File: src/aeps_pkg.sv
package aeps_pkg;

	// datapath operations issued by the sequencer
	typedef enum logic [4:0] {
		OP_NONE,
		OP_DIV_INIT,
		OP_DIV_STEP,
		OP_DIV_END,
		OP_LOADPTS,
		OP_EMA_MUL,
		OP_EMA_WB,
		OP_SQ_X,
		OP_SQ_Y,
		OP_SQRT_INIT,
		OP_SQRT_STEP,
		OP_DIV10,
		OP_SCORE_WB,
		OP_MEAN,
		OP_DEC_MUL,
		OP_DEC_WB,
		OP_INACT,
		OP_RISE_MUL,
		OP_RISE_WB,
		OP_ENH_MUL,
		OP_ENH_WB,
		OP_BDEC_MUL,
		OP_BDEC_WB,
		OP_OUT
	} dp_op_t;

	typedef struct packed {
		dp_op_t     op;
		logic [1:0] idx;
	} dp_cmd_t;

	typedef struct packed {
		logic valid;
		logic flare;
		logic active;
		logic out_busy;
	} dp_sts_t;

	typedef struct packed {
		logic [15:0] alpha_a;
		logic [15:0] alpha_b;
		logic [15:0] turb_gain;
		logic [15:0] flare_gain;
	} cfg_t;

	// register indexes
	localparam logic [1:0] REG_ALPHA_A    = 2'd0;
	localparam logic [1:0] REG_ALPHA_B    = 2'd1;
	localparam logic [1:0] REG_TURB_GAIN  = 2'd2;
	localparam logic [1:0] REG_FLARE_GAIN = 2'd3;

	localparam logic [15:0] RST_ALPHA_A    = 16'd9830;
	localparam logic [15:0] RST_ALPHA_B    = 16'd7864;
	localparam logic [15:0] RST_TURB_GAIN  = 16'd4096;
	localparam logic [15:0] RST_FLARE_GAIN = 16'd2048;

	localparam logic [16:0] ONE_Q16      = 17'd65536;
	localparam logic [15:0] ALPHA_MIN    = 16'd3277;
	localparam logic [15:0] ALPHA_A_MAX  = 16'd26214;
	localparam logic [15:0] ALPHA_B_MAX  = 16'd22938;
	localparam logic [15:0] DECAY_Q16    = 16'd62259;
	localparam logic [15:0] RISE_Q16     = 16'd3277;
	localparam logic [16:0] INACT_LIMIT  = 17'd656;
	localparam logic [12:0] GAP_SAT      = 13'd4096;
	localparam logic [15:0] ENH_ONE      = 16'd16384;
	localparam logic [15:0] ENH_MAX      = 16'd32768;
	// level*20 > 4096 is level >= 205
	localparam logic [15:0] LEVEL_MIN    = 16'd205;
	// (2^23 + 2) / 10, exact floor(d/10) for d below 2^22
	localparam logic [21:0] RECIP10      = 22'd838861;
	localparam logic [32:0] FACTOR_ONE   = 33'd16777216;

	localparam logic [4:0] DIV_STEPS  = 5'd16;
	localparam logic [4:0] SQRT_STEPS = 5'd21;

endpackage

File: src/aeps_ctrl.sv
module aeps_ctrl (
	input  logic              clk,
	input  logic              arst_n,
	input  logic              s_tvalid,
	output logic              s_tready,
	input  aeps_pkg::dp_sts_t sts,
	output aeps_pkg::dp_cmd_t cmd
);

	typedef enum logic [4:0] {
		S_IDLE,
		S_DIV_INIT,
		S_DIV_STEP,
		S_DIV_END,
		S_BRANCH,
		S_LOADPTS,
		S_EMA_MUL,
		S_EMA_WB,
		S_SQ_X,
		S_SQ_Y,
		S_SQRT_INIT,
		S_SQRT_STEP,
		S_DIV10,
		S_SCORE_WB,
		S_MEAN,
		S_DEC_MUL,
		S_DEC_WB,
		S_INACT,
		S_FLARE,
		S_RISE_MUL,
		S_RISE_WB,
		S_ENH_MUL,
		S_ENH_WB,
		S_BDEC_MUL,
		S_BDEC_WB,
		S_OUT
	} state_t;

	state_t     state_q;
	logic [4:0] cnt_q;
	logic [1:0] sel_q;
	logic       ready_q;
	logic       in_acc;

	assign s_tready = ready_q;
	assign in_acc   = s_tvalid & ready_q;

	always_ff @(posedge clk or negedge arst_n) begin
		if (!arst_n) begin
			state_q <= S_IDLE;
			cnt_q   <= '0;
			sel_q   <= '0;
			ready_q <= 1'b1;
		end else begin
			case (state_q)
				S_IDLE: begin
					if (in_acc) begin
						ready_q <= 1'b0;
						sel_q   <= 2'd0;
						state_q <= S_DIV_INIT;
					end
				end
				S_DIV_INIT: begin
					cnt_q   <= '0;
					state_q <= S_DIV_STEP;
				end
				S_DIV_STEP: begin
					cnt_q <= cnt_q + 5'd1;
					if (cnt_q == aeps_pkg::DIV_STEPS - 5'd1) begin
						state_q <= S_DIV_END;
					end
				end
				S_DIV_END: begin
					if (sel_q == 2'd0) begin
						sel_q   <= 2'd1;
						state_q <= S_DIV_INIT;
					end else begin
						state_q <= S_BRANCH;
					end
				end
				S_BRANCH: begin
					sel_q <= 2'd0;
					if (sts.valid) begin
						state_q <= sts.active ? S_EMA_MUL : S_LOADPTS;
					end else if (sts.active) begin
						state_q <= S_DEC_MUL;
					end else begin
						state_q <= S_FLARE;
					end
				end
				S_LOADPTS: begin
					sel_q   <= 2'd0;
					state_q <= S_SQ_X;
				end
				S_EMA_MUL: state_q <= S_EMA_WB;
				S_EMA_WB: begin
					if (sel_q == 2'd3) begin
						sel_q   <= 2'd0;
						state_q <= S_SQ_X;
					end else begin
						sel_q   <= sel_q + 2'd1;
						state_q <= S_EMA_MUL;
					end
				end
				S_SQ_X: state_q <= S_SQ_Y;
				S_SQ_Y: state_q <= S_SQRT_INIT;
				S_SQRT_INIT: begin
					cnt_q   <= '0;
					state_q <= S_SQRT_STEP;
				end
				S_SQRT_STEP: begin
					cnt_q <= cnt_q + 5'd1;
					if (cnt_q == aeps_pkg::SQRT_STEPS - 5'd1) begin
						state_q <= S_DIV10;
					end
				end
				S_DIV10: state_q <= S_SCORE_WB;
				S_SCORE_WB: begin
					if (sel_q == 2'd1) begin
						state_q <= S_MEAN;
					end else begin
						sel_q   <= 2'd1;
						state_q <= S_SQ_X;
					end
				end
				S_MEAN: state_q <= S_FLARE;
				S_DEC_MUL: state_q <= S_DEC_WB;
				S_DEC_WB: begin
					if (sel_q == 2'd2) begin
						state_q <= S_INACT;
					end else begin
						sel_q   <= sel_q + 2'd1;
						state_q <= S_DEC_MUL;
					end
				end
				S_INACT: state_q <= S_FLARE;
				S_FLARE: begin
					state_q <= (sts.flare && sts.active) ? S_RISE_MUL : S_BDEC_MUL;
				end
				S_RISE_MUL: state_q <= S_RISE_WB;
				S_RISE_WB:  state_q <= S_ENH_MUL;
				S_ENH_MUL:  state_q <= S_ENH_WB;
				S_ENH_WB:   state_q <= S_OUT;
				S_BDEC_MUL: state_q <= S_BDEC_WB;
				S_BDEC_WB:  state_q <= S_OUT;
				S_OUT: begin
					if (!sts.out_busy) begin
						ready_q <= 1'b1;
						state_q <= S_IDLE;
					end
				end
				default: state_q <= S_IDLE;
			endcase
		end
	end

	always_comb begin
		cmd.idx = sel_q;
		case (state_q)
			S_DIV_INIT:  cmd.op = aeps_pkg::OP_DIV_INIT;
			S_DIV_STEP:  cmd.op = aeps_pkg::OP_DIV_STEP;
			S_DIV_END:   cmd.op = aeps_pkg::OP_DIV_END;
			S_LOADPTS:   cmd.op = aeps_pkg::OP_LOADPTS;
			S_EMA_MUL:   cmd.op = aeps_pkg::OP_EMA_MUL;
			S_EMA_WB:    cmd.op = aeps_pkg::OP_EMA_WB;
			S_SQ_X: begin
				cmd.op  = aeps_pkg::OP_SQ_X;
				cmd.idx = {sel_q[0], 1'b0};
			end
			S_SQ_Y: begin
				cmd.op  = aeps_pkg::OP_SQ_Y;
				cmd.idx = {sel_q[0], 1'b1};
			end
			S_SQRT_INIT: cmd.op = aeps_pkg::OP_SQRT_INIT;
			S_SQRT_STEP: cmd.op = aeps_pkg::OP_SQRT_STEP;
			S_DIV10:     cmd.op = aeps_pkg::OP_DIV10;
			S_SCORE_WB:  cmd.op = aeps_pkg::OP_SCORE_WB;
			S_MEAN:      cmd.op = aeps_pkg::OP_MEAN;
			S_DEC_MUL:   cmd.op = aeps_pkg::OP_DEC_MUL;
			S_DEC_WB:    cmd.op = aeps_pkg::OP_DEC_WB;
			S_INACT:     cmd.op = aeps_pkg::OP_INACT;
			S_RISE_MUL:  cmd.op = aeps_pkg::OP_RISE_MUL;
			S_RISE_WB:   cmd.op = aeps_pkg::OP_RISE_WB;
			S_ENH_MUL:   cmd.op = aeps_pkg::OP_ENH_MUL;
			S_ENH_WB:    cmd.op = aeps_pkg::OP_ENH_WB;
			S_BDEC_MUL:  cmd.op = aeps_pkg::OP_BDEC_MUL;
			S_BDEC_WB:   cmd.op = aeps_pkg::OP_BDEC_WB;
			S_OUT:       cmd.op = sts.out_busy ? aeps_pkg::OP_NONE : aeps_pkg::OP_OUT;
			default:     cmd.op = aeps_pkg::OP_NONE;
		endcase
	end

`ifndef SYNTHESIS
	a_ready_idle: assert property (@(posedge clk) disable iff (!arst_n)
		ready_q |-> state_q == S_IDLE)
		else $error("ready outside idle");
	a_sqrt_cnt: assert property (@(posedge clk) disable iff (!arst_n)
		state_q == S_SQRT_STEP |-> cnt_q < aeps_pkg::SQRT_STEPS)
		else $error("sqrt step count overrun");
	a_out_hold: assert property (@(posedge clk) disable iff (!arst_n)
		(state_q == S_OUT && sts.out_busy) |=> state_q == S_OUT)
		else $error("result dropped while output busy");
	a_accept_start: assert property (@(posedge clk) disable iff (!arst_n)
		in_acc |=> state_q == S_DIV_INIT)
		else $error("request accepted without starting");
`endif

endmodule

File: src/aeps_dp.sv
module aeps_dp #(
	parameter int COORD_BITS = 20,
	localparam int IN_W      = ((4 * COORD_BITS + 17 + 7) / 8) * 8,
	localparam int OUT_W     = ((4 * COORD_BITS + 84 + 7) / 8) * 8
) (
	input  logic                     clk,
	input  logic                     arst_n,
	input  logic                     in_acc,
	input  logic [IN_W-1:0]          in_tdata,
	input  logic                     in_tuser,
	input  aeps_pkg::cfg_t           cfg,
	input  aeps_pkg::dp_cmd_t        cmd,
	output aeps_pkg::dp_sts_t        sts,
	output logic                     m_tvalid,
	input  logic                     m_tready,
	output logic [OUT_W-1:0]         m_tdata,
	output logic                     m_tuser
);

	localparam int CB    = COORD_BITS;
	localparam int MW    = (CB + 1 > 22) ? CB + 1 : 22;
	localparam int PW    = MW + 22;

	logic                 valid_q;
	logic                 flare_q;
	logic [15:0]          level_q;
	logic signed [CB-1:0] raw_q    [4];
	logic signed [CB-1:0] smooth_q [4];
	logic [15:0]          alpha_q  [2];
	logic [32:0]          fac_q;
	logic [32:0]          rem_q;
	logic [15:0]          quo_q;
	logic [41:0]          rad_q;
	logic [22:0]          srem_q;
	logic [20:0]          root_q;
	logic [24:0]          sumx_q;
	logic signed [PW-1:0] prod_q;
	logic                 active_q;
	logic [16:0]          score_q  [3];
	logic [16:0]          blend_q;
	logic [15:0]          enh_q;
	logic                 mval_q;
	logic [OUT_W-1:0]     mdata_q;
	logic                 muser_q;

	logic signed [MW-1:0] ema_d;
	logic [MW-1:0]        gap_abs;
	logic [12:0]          gap_sat;
	logic signed [MW-1:0] ma;
	logic signed [21:0]   mb;
	logic [15:0]          base;
	logic [15:0]          alpha_sel;
	logic [33:0]          dv_t;
	logic                 dv_ge;
	logic [15:0]          dv_a;
	logic [15:0]          dv_max;
	logic [15:0]          dv_clamp;
	logic [24:0]          sq_t;
	logic [22:0]          sq_trial;
	logic                 sq_ge;
	logic [24:0]          sq_diff;
	logic [17:0]          pen;
	logic [17:0]          pen_sat;
	logic signed [PW-1:0] ema_acc;
	logic signed [PW-1:0] ema_new;
	logic [16:0]          rise_inc;
	logic [17:0]          blend_nx;
	logic [19:0]          enh_nx;

	assign sts.valid    = valid_q;
	assign sts.flare    = flare_q;
	assign sts.active   = active_q;
	assign sts.out_busy = mval_q;

	assign m_tvalid = mval_q;
	assign m_tdata  = mdata_q;
	assign m_tuser  = muser_q;

	always_comb begin
		ema_d     = MW'(raw_q[cmd.idx]) - MW'(smooth_q[cmd.idx]);
		gap_abs   = ema_d[MW-1] ? MW'(-ema_d) : MW'(ema_d);
		gap_sat   = (gap_abs > MW'(aeps_pkg::GAP_SAT)) ? aeps_pkg::GAP_SAT : gap_abs[12:0];
		alpha_sel = alpha_q[cmd.idx[1]];
		base      = cmd.idx[0] ? cfg.alpha_b : cfg.alpha_a;

		dv_t     = {rem_q, 1'b0};
		dv_ge    = dv_t >= {1'b0, fac_q};
		dv_a     = (level_q >= aeps_pkg::LEVEL_MIN) ? quo_q : base;
		dv_max   = cmd.idx[0] ? aeps_pkg::ALPHA_B_MAX : aeps_pkg::ALPHA_A_MAX;
		dv_clamp = (dv_a < aeps_pkg::ALPHA_MIN) ? aeps_pkg::ALPHA_MIN :
			(dv_a > dv_max) ? dv_max : dv_a;

		sq_t     = {srem_q, rad_q[41:40]};
		sq_trial = {root_q, 2'b01};
		sq_ge    = sq_t >= {2'b00, sq_trial};
		sq_diff  = sq_t - {2'b00, sq_trial};

		pen      = prod_q[40:23];
		pen_sat  = (pen > 18'(aeps_pkg::ONE_Q16)) ? 18'(aeps_pkg::ONE_Q16) : pen;

		ema_acc  = (PW'(smooth_q[cmd.idx]) <<< 16) + prod_q + PW'(32768);
		ema_new  = ema_acc >>> 16;

		rise_inc = 17'((prod_q[32:0] + 33'd32768) >> 16);
		blend_nx = 18'(blend_q) + 18'(rise_inc);
		enh_nx   = 20'(aeps_pkg::ENH_ONE) + 20'((prod_q[33:0] + 34'd8192) >> 14);

		case (cmd.op)
			aeps_pkg::OP_EMA_MUL: begin
				ma = ema_d;
				mb = 22'(alpha_sel);
			end
			aeps_pkg::OP_SQ_X, aeps_pkg::OP_SQ_Y: begin
				ma = MW'(gap_sat);
				mb = 22'(gap_sat);
			end
			aeps_pkg::OP_DIV10: begin
				ma = MW'(root_q);
				mb = aeps_pkg::RECIP10;
			end
			aeps_pkg::OP_DEC_MUL: begin
				ma = MW'(score_q[cmd.idx]);
				mb = 22'(aeps_pkg::DECAY_Q16);
			end
			aeps_pkg::OP_RISE_MUL: begin
				ma = MW'(aeps_pkg::ONE_Q16 - blend_q);
				mb = 22'(aeps_pkg::RISE_Q16);
			end
			aeps_pkg::OP_ENH_MUL: begin
				ma = MW'(blend_q);
				mb = 22'(cfg.flare_gain);
			end
			aeps_pkg::OP_BDEC_MUL: begin
				ma = MW'(blend_q);
				mb = 22'(aeps_pkg::DECAY_Q16);
			end
			default: begin
				ma = '0;
				mb = '0;
			end
		endcase
	end

	// request capture and working registers
	always_ff @(posedge clk) begin
		if (in_acc) begin
			valid_q <= in_tuser;
			for (int i = 0; i < 4; i++) begin
				raw_q[i] <= in_tdata[i*CB +: CB];
			end
			flare_q <= in_tdata[4*CB];
			level_q <= in_tdata[4*CB+1 +: 16];
		end
		prod_q <= PW'(ma * mb);
		case (cmd.op)
			aeps_pkg::OP_DIV_INIT: begin
				fac_q <= aeps_pkg::FACTOR_ONE + 33'(level_q) * 33'(cfg.turb_gain);
				rem_q <= 33'(base) << 8;
				quo_q <= '0;
			end
			aeps_pkg::OP_DIV_STEP: begin
				rem_q <= dv_ge ? 33'(dv_t - {1'b0, fac_q}) : dv_t[32:0];
				quo_q <= {quo_q[14:0], dv_ge};
			end
			aeps_pkg::OP_DIV_END: alpha_q[cmd.idx[0]] <= dv_clamp;
			aeps_pkg::OP_SQ_Y: sumx_q <= prod_q[24:0];
			aeps_pkg::OP_SQRT_INIT: begin
				rad_q  <= {26'(sumx_q) + 26'(prod_q[24:0]), 16'd0};
				srem_q <= '0;
				root_q <= '0;
			end
			aeps_pkg::OP_SQRT_STEP: begin
				srem_q <= sq_ge ? sq_diff[22:0] : sq_t[22:0];
				root_q <= {root_q[19:0], sq_ge};
				rad_q  <= rad_q << 2;
			end
			aeps_pkg::OP_ENH_WB: begin
				enh_q <= (enh_nx > 20'(aeps_pkg::ENH_MAX)) ? aeps_pkg::ENH_MAX : enh_nx[15:0];
			end
			aeps_pkg::OP_BDEC_WB: enh_q <= aeps_pkg::ENH_ONE;
			aeps_pkg::OP_OUT: begin
				mdata_q <= OUT_W'({enh_q, blend_q, score_q[2], score_q[1], score_q[0],
					smooth_q[3], smooth_q[2], smooth_q[1], smooth_q[0]});
				muser_q <= active_q;
			end
			default: ;
		endcase
	end

	// tracked state
	always_ff @(posedge clk or negedge arst_n) begin
		if (!arst_n) begin
			active_q <= 1'b0;
			for (int i = 0; i < 4; i++) begin
				smooth_q[i] <= '0;
			end
			for (int i = 0; i < 3; i++) begin
				score_q[i] <= '0;
			end
			blend_q <= '0;
			mval_q  <= 1'b0;
		end else begin
			if (cmd.op == aeps_pkg::OP_OUT) begin
				mval_q <= 1'b1;
			end else if (m_tready) begin
				mval_q <= 1'b0;
			end
			case (cmd.op)
				aeps_pkg::OP_LOADPTS: begin
					for (int i = 0; i < 4; i++) begin
						smooth_q[i] <= raw_q[i];
					end
					active_q <= 1'b1;
				end
				aeps_pkg::OP_EMA_WB: smooth_q[cmd.idx] <= ema_new[CB-1:0];
				aeps_pkg::OP_SCORE_WB: begin
					score_q[cmd.idx[0]] <= 17'(18'(aeps_pkg::ONE_Q16) - pen_sat);
				end
				aeps_pkg::OP_MEAN: begin
					score_q[2] <= 17'((18'(score_q[0]) + 18'(score_q[1])) >> 1);
				end
				aeps_pkg::OP_DEC_WB: score_q[cmd.idx] <= prod_q[32:16];
				aeps_pkg::OP_INACT: begin
					if (score_q[0] < aeps_pkg::INACT_LIMIT) begin
						active_q <= 1'b0;
					end
				end
				aeps_pkg::OP_RISE_WB: begin
					blend_q <= (blend_nx > 18'(aeps_pkg::ONE_Q16)) ? aeps_pkg::ONE_Q16 :
						blend_nx[16:0];
				end
				aeps_pkg::OP_BDEC_WB: blend_q <= prod_q[32:16];
				default: ;
			endcase
		end
	end

`ifndef SYNTHESIS
	a_mean_range: assert property (@(posedge clk) disable iff (!arst_n)
		score_q[2] <= aeps_pkg::ONE_Q16)
		else $error("mean score above one");
	a_blend_range: assert property (@(posedge clk) disable iff (!arst_n)
		blend_q <= aeps_pkg::ONE_Q16)
		else $error("blend above one");
	a_out_load: assert property (@(posedge clk) disable iff (!arst_n)
		cmd.op == aeps_pkg::OP_OUT |-> !mval_q)
		else $error("output register overwritten");
`endif

endmodule

File: src/adaptive_ema_point_stabilizer.sv
// Two-point stabilizer with turbulence-adapted exponential smoothing.
// Input stream: one request per frame. s_tuser carries frame_valid, s_tdata
// the raw points, flare flag and turbulence level. Output stream: one result
// per request; m_tuser carries tracking_active, m_tdata the smoothed points,
// stability scores, flare blend and enhancement factor.
// An APB port holds four 16-bit registers at byte offsets 0, 4, 8, 12:
// point a base alpha, point b base alpha, turbulence gain, flare gain.
// Write them only while the block is idle.
// An invalid frame goes straight to the flare update when not tracking, and
// first decays the scores and checks inactivity while tracking. A valid frame
// loads the points when not tracking, else smooths them, then scores both.
// The flare update raises the blend when flare is on while tracking, else
// decays it. Two 16-step alpha divisions share one restoring divider, each
// stability score takes a 21-step square root, and the other arithmetic
// shares one registered multiplier. s_tready returns only as the result
// enters the output register. Reset clears tracking, smoothed points, scores and blend,
// and loads the register defaults. When the receiver stalls the result waits
// in the output register; the next request is taken and processed but its
// result is held back until the waiting one leaves.
module adaptive_ema_point_stabilizer #(
	parameter int COORD_BITS = 20,
	localparam int IN_W      = ((4 * COORD_BITS + 17 + 7) / 8) * 8,
	localparam int OUT_W     = ((4 * COORD_BITS + 84 + 7) / 8) * 8
) (
	input  logic                   clk,
	input  logic                   arst_n,
	input  logic                   s_tvalid,
	output logic                   s_tready,
	// a_x, a_y, b_x, b_y, flare_on, turbulence_level
	input  logic [IN_W-1:0]        s_tdata,
	// frame_valid
	input  logic [0:0]             s_tuser,
	output logic                   m_tvalid,
	input  logic                   m_tready,
	// smooth_a_x, smooth_a_y, smooth_b_x, smooth_b_y, stability_a,
	// stability_b, stability_mean, blend_level, enhancement
	output logic [OUT_W-1:0]       m_tdata,
	// tracking_active
	output logic [0:0]             m_tuser,
	input  logic                   psel,
	input  logic                   penable,
	input  logic                   pwrite,
	input  logic [3:0]             paddr,
	input  logic [31:0]            pwdata,
	output logic [31:0]            prdata,
	output logic                   pready
);

	aeps_pkg::cfg_t    cfg_q;
	aeps_pkg::dp_cmd_t cmd;
	aeps_pkg::dp_sts_t sts;
	logic              in_acc;
	logic              wr_en;
	logic [1:0]        reg_idx;

	assign pready  = 1'b1;
	assign reg_idx = paddr[3:2];
	assign wr_en   = psel & penable & pwrite;
	assign in_acc  = s_tvalid & s_tready;

	always_ff @(posedge clk or negedge arst_n) begin
		if (!arst_n) begin
			cfg_q.alpha_a    <= aeps_pkg::RST_ALPHA_A;
			cfg_q.alpha_b    <= aeps_pkg::RST_ALPHA_B;
			cfg_q.turb_gain  <= aeps_pkg::RST_TURB_GAIN;
			cfg_q.flare_gain <= aeps_pkg::RST_FLARE_GAIN;
		end else if (wr_en) begin
			case (reg_idx)
				aeps_pkg::REG_ALPHA_A:    cfg_q.alpha_a    <= pwdata[15:0];
				aeps_pkg::REG_ALPHA_B:    cfg_q.alpha_b    <= pwdata[15:0];
				aeps_pkg::REG_TURB_GAIN:  cfg_q.turb_gain  <= pwdata[15:0];
				aeps_pkg::REG_FLARE_GAIN: cfg_q.flare_gain <= pwdata[15:0];
				default: ;
			endcase
		end
	end

	always_comb begin
		case (reg_idx)
			aeps_pkg::REG_ALPHA_A:    prdata = 32'(cfg_q.alpha_a);
			aeps_pkg::REG_ALPHA_B:    prdata = 32'(cfg_q.alpha_b);
			aeps_pkg::REG_TURB_GAIN:  prdata = 32'(cfg_q.turb_gain);
			aeps_pkg::REG_FLARE_GAIN: prdata = 32'(cfg_q.flare_gain);
			default:                  prdata = '0;
		endcase
	end

	aeps_ctrl u_ctrl (
		.clk      (clk),
		.arst_n   (arst_n),
		.s_tvalid (s_tvalid),
		.s_tready (s_tready),
		.sts      (sts),
		.cmd      (cmd)
	);

	aeps_dp #(
		.COORD_BITS (COORD_BITS)
	) u_dp (
		.clk      (clk),
		.arst_n   (arst_n),
		.in_acc   (in_acc),
		.in_tdata (s_tdata),
		.in_tuser (s_tuser[0]),
		.cfg      (cfg_q),
		.cmd      (cmd),
		.sts      (sts),
		.m_tvalid (m_tvalid),
		.m_tready (m_tready),
		.m_tdata  (m_tdata),
		.m_tuser  (m_tuser[0])
	);

endmodule
File: config.mk
export PLATFORM = sky130hd
export DESIGN_NAME = adaptive_ema_point_stabilizer
export DESIGN_NICKNAME = d
export VERILOG_FILES = /design/src/aeps_pkg.sv /design/src/aeps_ctrl.sv /design/src/aeps_dp.sv /design/src/adaptive_ema_point_stabilizer.sv
export SDC_FILE = /design/constraint.sdc
export NUM_CORES = 2
export LEC_CHECK = 0
export BUFFER_PORTS_ARGS = -buffer_cell sky130_fd_sc_hd__buf_2
export CAP_MARGIN = 30
export CORE_AREA = 2 2 387 389
export CTS_CLUSTER_DIAMETER = 120
export DETAILED_ROUTE_END_ITERATION = 8
export DIE_AREA = 0 0 389 391
export PLACE_DENSITY = 0.6
export SYNTH_ARGS = -nofsm -noshare
export SYNTH_HDL_FRONTEND = slang
export SYNTH_SLANG_ARGS = --single-unit
File: constraint.sdc
create_clock -name clk -period 26.5 [get_ports clk]
set_input_delay 2.65 -clock clk [delete_from_list [all_inputs] [get_ports clk]]
set_output_delay 2.65 -clock clk [all_outputs]
set_load 0.02 [all_outputs]
==> results.txt <==
The run finished with clean final reports. The antenna violation net count after detailed routing is 0. By area the synthesized netlist is led by sky130_fd_sc_hd__edfxtp_1 23%, sky130_fd_sc_hd__fa_1 18%, sky130_fd_sc_hd__ha_1 8.4%. The largest net degree at the start of global routing came out at 151.

The tools report the worst endpoint required time as 27.15 ns. For the number of hold buffers added after CTS, the log shows 0. The worst setup path is of the reg2reg kind. Worst reg-to-reg path cell count: 46.

The proportion of layout cells with a drive suffix above 1 is 0.1121, and the maximum clock frequency is 63.69 MHz. Power spread over the standard cell area amounts to 70.01 nW/um^2. The worst hold path terminates at u_dp.m_tdata[151]$_DFFE_PP_. STA classifies the critical path startpoint as a register.

The number of hold-slack violations in the final timing report is 0. In the detailed route, the total length drawn on met2 is 91.99 mm. Setup repair after global routing left no endpoint under its margin.

The tools report the root buffer selected by CTS as sky130_fd_sc_hd__clkbuf_16. The slowest stage of the critical path is the sky130_fd_sc_hd__a211oi_2 cell. Total routing resource utilization after global routing: 0.2565. The highest signal layer in the routed design is met5. The reg-to-reg critical path startpoint was u_ctrl.state_q[2]$_DFFE_PN0P_. The count of H-tree levels built during CTS is 3, and the cell area after placement is 68500 sq um. The first global-routing pass estimated 301.1 mm of wire. In this run the core area contains 142 standard-cell rows. The post-route DRC violation count is 0, and the number of failing setup endpoints in the final timing report is 0. At the pin with the least slew margin, the transition time is 1.096 ns. Between clock sinks in the finished design, the worst skew comes to 0.04274 ns. The average wire length per cell after detail routing works out to 21.93 um. On the worst path, the slowest cell contributes a delay of 0.85 ns. STA classifies the critical path endpoint as a register.

The setup check on the worst reg-to-reg path leaves a slack of 10.80 ns. The logs give 0.9301 for the routability congestion estimate from global placement and 0.2696 for the worst slew slack as a fraction of its limit. Compared with the post-synthesis result, the final layout area differs by 10.90%. The average vias per placed instance works out to 5.606. Prior to clock tree synthesis, the placed netlist has a worst setup slack of 10.90 ns.

The final design area excluding fillers came out at 71730 sq um. The analysis attributes to cell leakage a power of 31.79 nW. In this run the most critical hold path is launched from u_dp.enh_q[3]$_SDFFCE_PP0P_. The tools report the initial cell density of the core as 0.4354. Flip-flop cell with the highest count after synthesis: sky130_fd_sc_hd__edfxtp_1. The number of synthesis warnings was 0. The later pin in the worst-skew pair is clocked with a latency of 0.72 ns. Summed over all instances, the cell type with the most area after synthesis is sky130_fd_sc_hd__edfxtp_1.

The clock period could shrink to 15.70 ns. The most common cell after layout, fill and taps aside is sky130_fd_sc_hd__inv_1. The total overflow reported by the global router is 0. The DRC marker count from the first detailed-route iteration is 3866, and the number of placed I/O pins is 352. The fraction of post-synthesis cell area in the top cell type by area was 0.2266. The number of nets in the finished design came out at 8005. After clock tree synthesis, the repair step resized 0 gates.

Counting the fill cells in the layout gives 13850. In this design, the critical path's most frequently occurring cell is sky130_fd_sc_hd__fa_1. The estimated wirelength of the detail-placed design is 147.5 mm. After clock tree synthesis, the clock-pin slew on the worst setup and hold paths is 0.07 ns.

The core region area came out at 148500 sq um. The logs give 0 for the max-slew violation count and 16.35 ns for the data arrival time of the critical path. Buffer count from post-CTS setup fixing: 0.

The path class of the tightest hold or removal check is reg2reg. Summed over all layers, the routed wires come to 194.1 mm. The synthesized design contains 488 enable-type register cells.

The routed layout has 49630 vias. Number of cells traversed by the worst hold path: 0. The worst register-to-register path ends at u_dp.prod_q[37]$_DFF_P_. Leaving out fill and tap cells, the most frequent cells in the layout are 892 x sky130_fd_sc_hd__inv_1, 765 x sky130_fd_sc_hd__nand2_1, 593 x sky130_fd_sc_hd__fa_1.

Counting along the longest clock path gives a buffer depth of 3. Summed over all nets, wire length on met3 after detailed routing comes to 12.40 mm. Via count of the first global-routing pass: 50350. Summing every instance area after synthesis gives 64670 sq um. The initial antenna violation count is 5. The floorplan step set the die height to 391 um. The async set-or-reset flop fraction in the synthesized netlist was 0.3003; the number of clock sinks seen by CTS was 756.

The number of flip-flops and latches in the synthesized netlist works out to 756. The die area is 152100 sq um, and the detailed-router iteration count before antenna repair is 8. Clock tree synthesis inserted a total of 90 buffers. The max capacitance violation total is 0, and the die span in x is 389 um. A synthesized cell averages 9.790 sq um. The run gives 39090 sq um as the combined area of the multi-input logic cells. The final setup TNS was 0 ns; the worst-path maximum fanout was 65. The count of cell types in the netlist is 99. Setup slack on the critical path of the routed design comes to 10.80 ns. Across the VDD grid, the largest voltage drop is 0.0001451 V.

The count of input and output buffers was 305; the cell count after synthesis was 6606. Ratio of final minimum period to clock period: 0.5925. TritonCTS built the clock tree. Utilization after layout: 0.4829. The portion of the post-synthesis area used by sequential elements was 0.3275; the met1 wire length was 83.43 mm. In the final layout, flip-flops and latches occupy 21180 sq um.
## flip-flops by register name, indices dropped and copies added (netlist names), 2 cells and up
name and cells:
cfg_q 64, u_dp.root_q 21, u_dp.level_q 16, u_dp.sumx_q 25, u_dp.m_tdata 164, u_ctrl.cnt_q 5
u_dp.fac_q 33, u_dp.rad_q 26, u_dp.raw_q 80, u_ctrl.state_q 5, u_dp.blend_q 17, u_dp.smooth_q 80
u_dp.prod_q 41, u_dp.srem_q 23, u_dp.alpha_q 32, u_ctrl.sel_q 2, u_dp.score_q 51, u_dp.rem_q 33
u_dp.quo_q 16, u_dp.enh_q 16
## layer usage
metal  vias up  GRT usage
met2      1678     0.4256
met3       306    0.04149
met4         2    0.08245
met1     24860     0.3432
met5         -          0
li1      22780          -
## worst max-delay path, delay by kind of cell (launching register included)
kind / cells / cell delay, ns
DFF: 1 / 0.36
and+or+nand+nor: 6 / 1.01
AOI/OAI and AO/OA: 18 / 6.62
xor gates and xnor gates: 1 / 0.13
muxes: 2 / 0.97
adders and majority gates: 9 / 4.20
buffers and inverters: 10 / 2.24
## synth_stat cells, types with 39 or more instances
cell type                  number
sky130_fd_sc_hd__nor2_1       392
sky130_fd_sc_hd__and2_1       184
sky130_fd_sc_hd__nand2b_1      48
sky130_fd_sc_hd__inv_1        893
sky130_fd_sc_hd__mux2i_1       96
sky130_fd_sc_hd__xnor2_1      149
sky130_fd_sc_hd__clkbuf_1     240
sky130_fd_sc_hd__fa_1         594
sky130_fd_sc_hd__ha_1         434
sky130_fd_sc_hd__and3_1        88
sky130_fd_sc_hd__nand2_1      766
sky130_fd_sc_hd__nor2b_1       66
sky130_fd_sc_hd__a21oi_1      296
sky130_fd_sc_hd__mux2_2        69
sky130_fd_sc_hd__a31oi_1       51
sky130_fd_sc_hd__dfrtp_1      209
sky130_fd_sc_hd__a211oi_1      40
sky130_fd_sc_hd__or3_1         39
sky130_fd_sc_hd__nand3_1      120
sky130_fd_sc_hd__o21ai_0      364
sky130_fd_sc_hd__edfxtp_1     488
sky130_fd_sc_hd__dfxtp_1       41
sky130_fd_sc_hd__xor2_1        87
sky130_fd_sc_hd__a21o_1        85
sky130_fd_sc_hd__nor3_1        93
sky130_fd_sc_hd__a22oi_1       94
## power breakdown
part	leakage (nW)	internal [mW]	total (mW)	switching [mW]
logic	23.0	0.990	2.26	1.27
registers	7.30	1.40	1.45	0.0541
clock network	1.54	0.791	1.32	0.524
## cells by family (layout without fill, tap and decap cells)
| family | after synthesis | in the layout | synth area share |
|---|---|---|---|
| multiplexers | 181 | 181 | 0.03244 |
| buffers and inverters | 1209 | 1486 | 0.07257 |
| other | 2 | 28 | 0.0001161 |
| XOR/XNOR | 237 | 237 | 0.03221 |
| adder cells (fa/ha/maj) | 1029 | 1029 | 0.2680 |
| AO/OA/AOI/OAI | 1277 | 1277 | 0.1294 |
| flip-flops | 756 | 756 | 0.3275 |
| AND/OR/NAND/NOR | 1915 | 1915 | 0.1378 |
## area by class of cell
cell class	count	area share
Multi-Input combinational cell	4663	0.5450
Sequential cell	756	0.2953
Inverter	893	0.04675
Timing Repair Buffer	425	0.03485
Clock buffer	113	0.03421
Tap cell	1944	0.03391
Clock inverter	55	0.009908
Antenna cell	4	0.0001396
## metrics by stage
stage	hold slack [ns]	cells	total power, mW
floorplan	0.4003	6628	3.199
global placement	0.4083	8675	3.682
detailed placement	0.4045	8679	3.717
CTS	0.4144	8847	5.063
global route	0.4228	8851	5.449
finish	0.4151	8853	5.021
## how the worst max path moves through the flow
stage	cells past startpoint	start	slack, ns	to
6_report	46	u_ctrl.state_q[2]$_DFFE_PN0P_	10.80	u_dp.prod_q[37]$_DFF_P_
5_1_grt	46	u_ctrl.state_q[2]$_DFFE_PN0P_	9.95	u_dp.prod_q[37]$_DFF_P_
4_1_cts	46	u_ctrl.state_q[2]$_DFFE_PN0P_	10.85	u_dp.prod_q[37]$_DFF_P_
3_5_place_dp	46	u_ctrl.state_q[2]$_DFFE_PN0P_	10.90	u_dp.prod_q[37]$_DFF_P_
3_3_place_gp	46	u_ctrl.state_q[2]$_DFFE_PN0P_	10.87	u_dp.prod_q[37]$_DFF_P_
2_1_floorplan	5	u_ctrl.state_q[2]$_DFFE_PN0P_	8.47	u_dp.m_tdata[0]$_DFFE_PP_
Power figures use the tool's default switching activity.
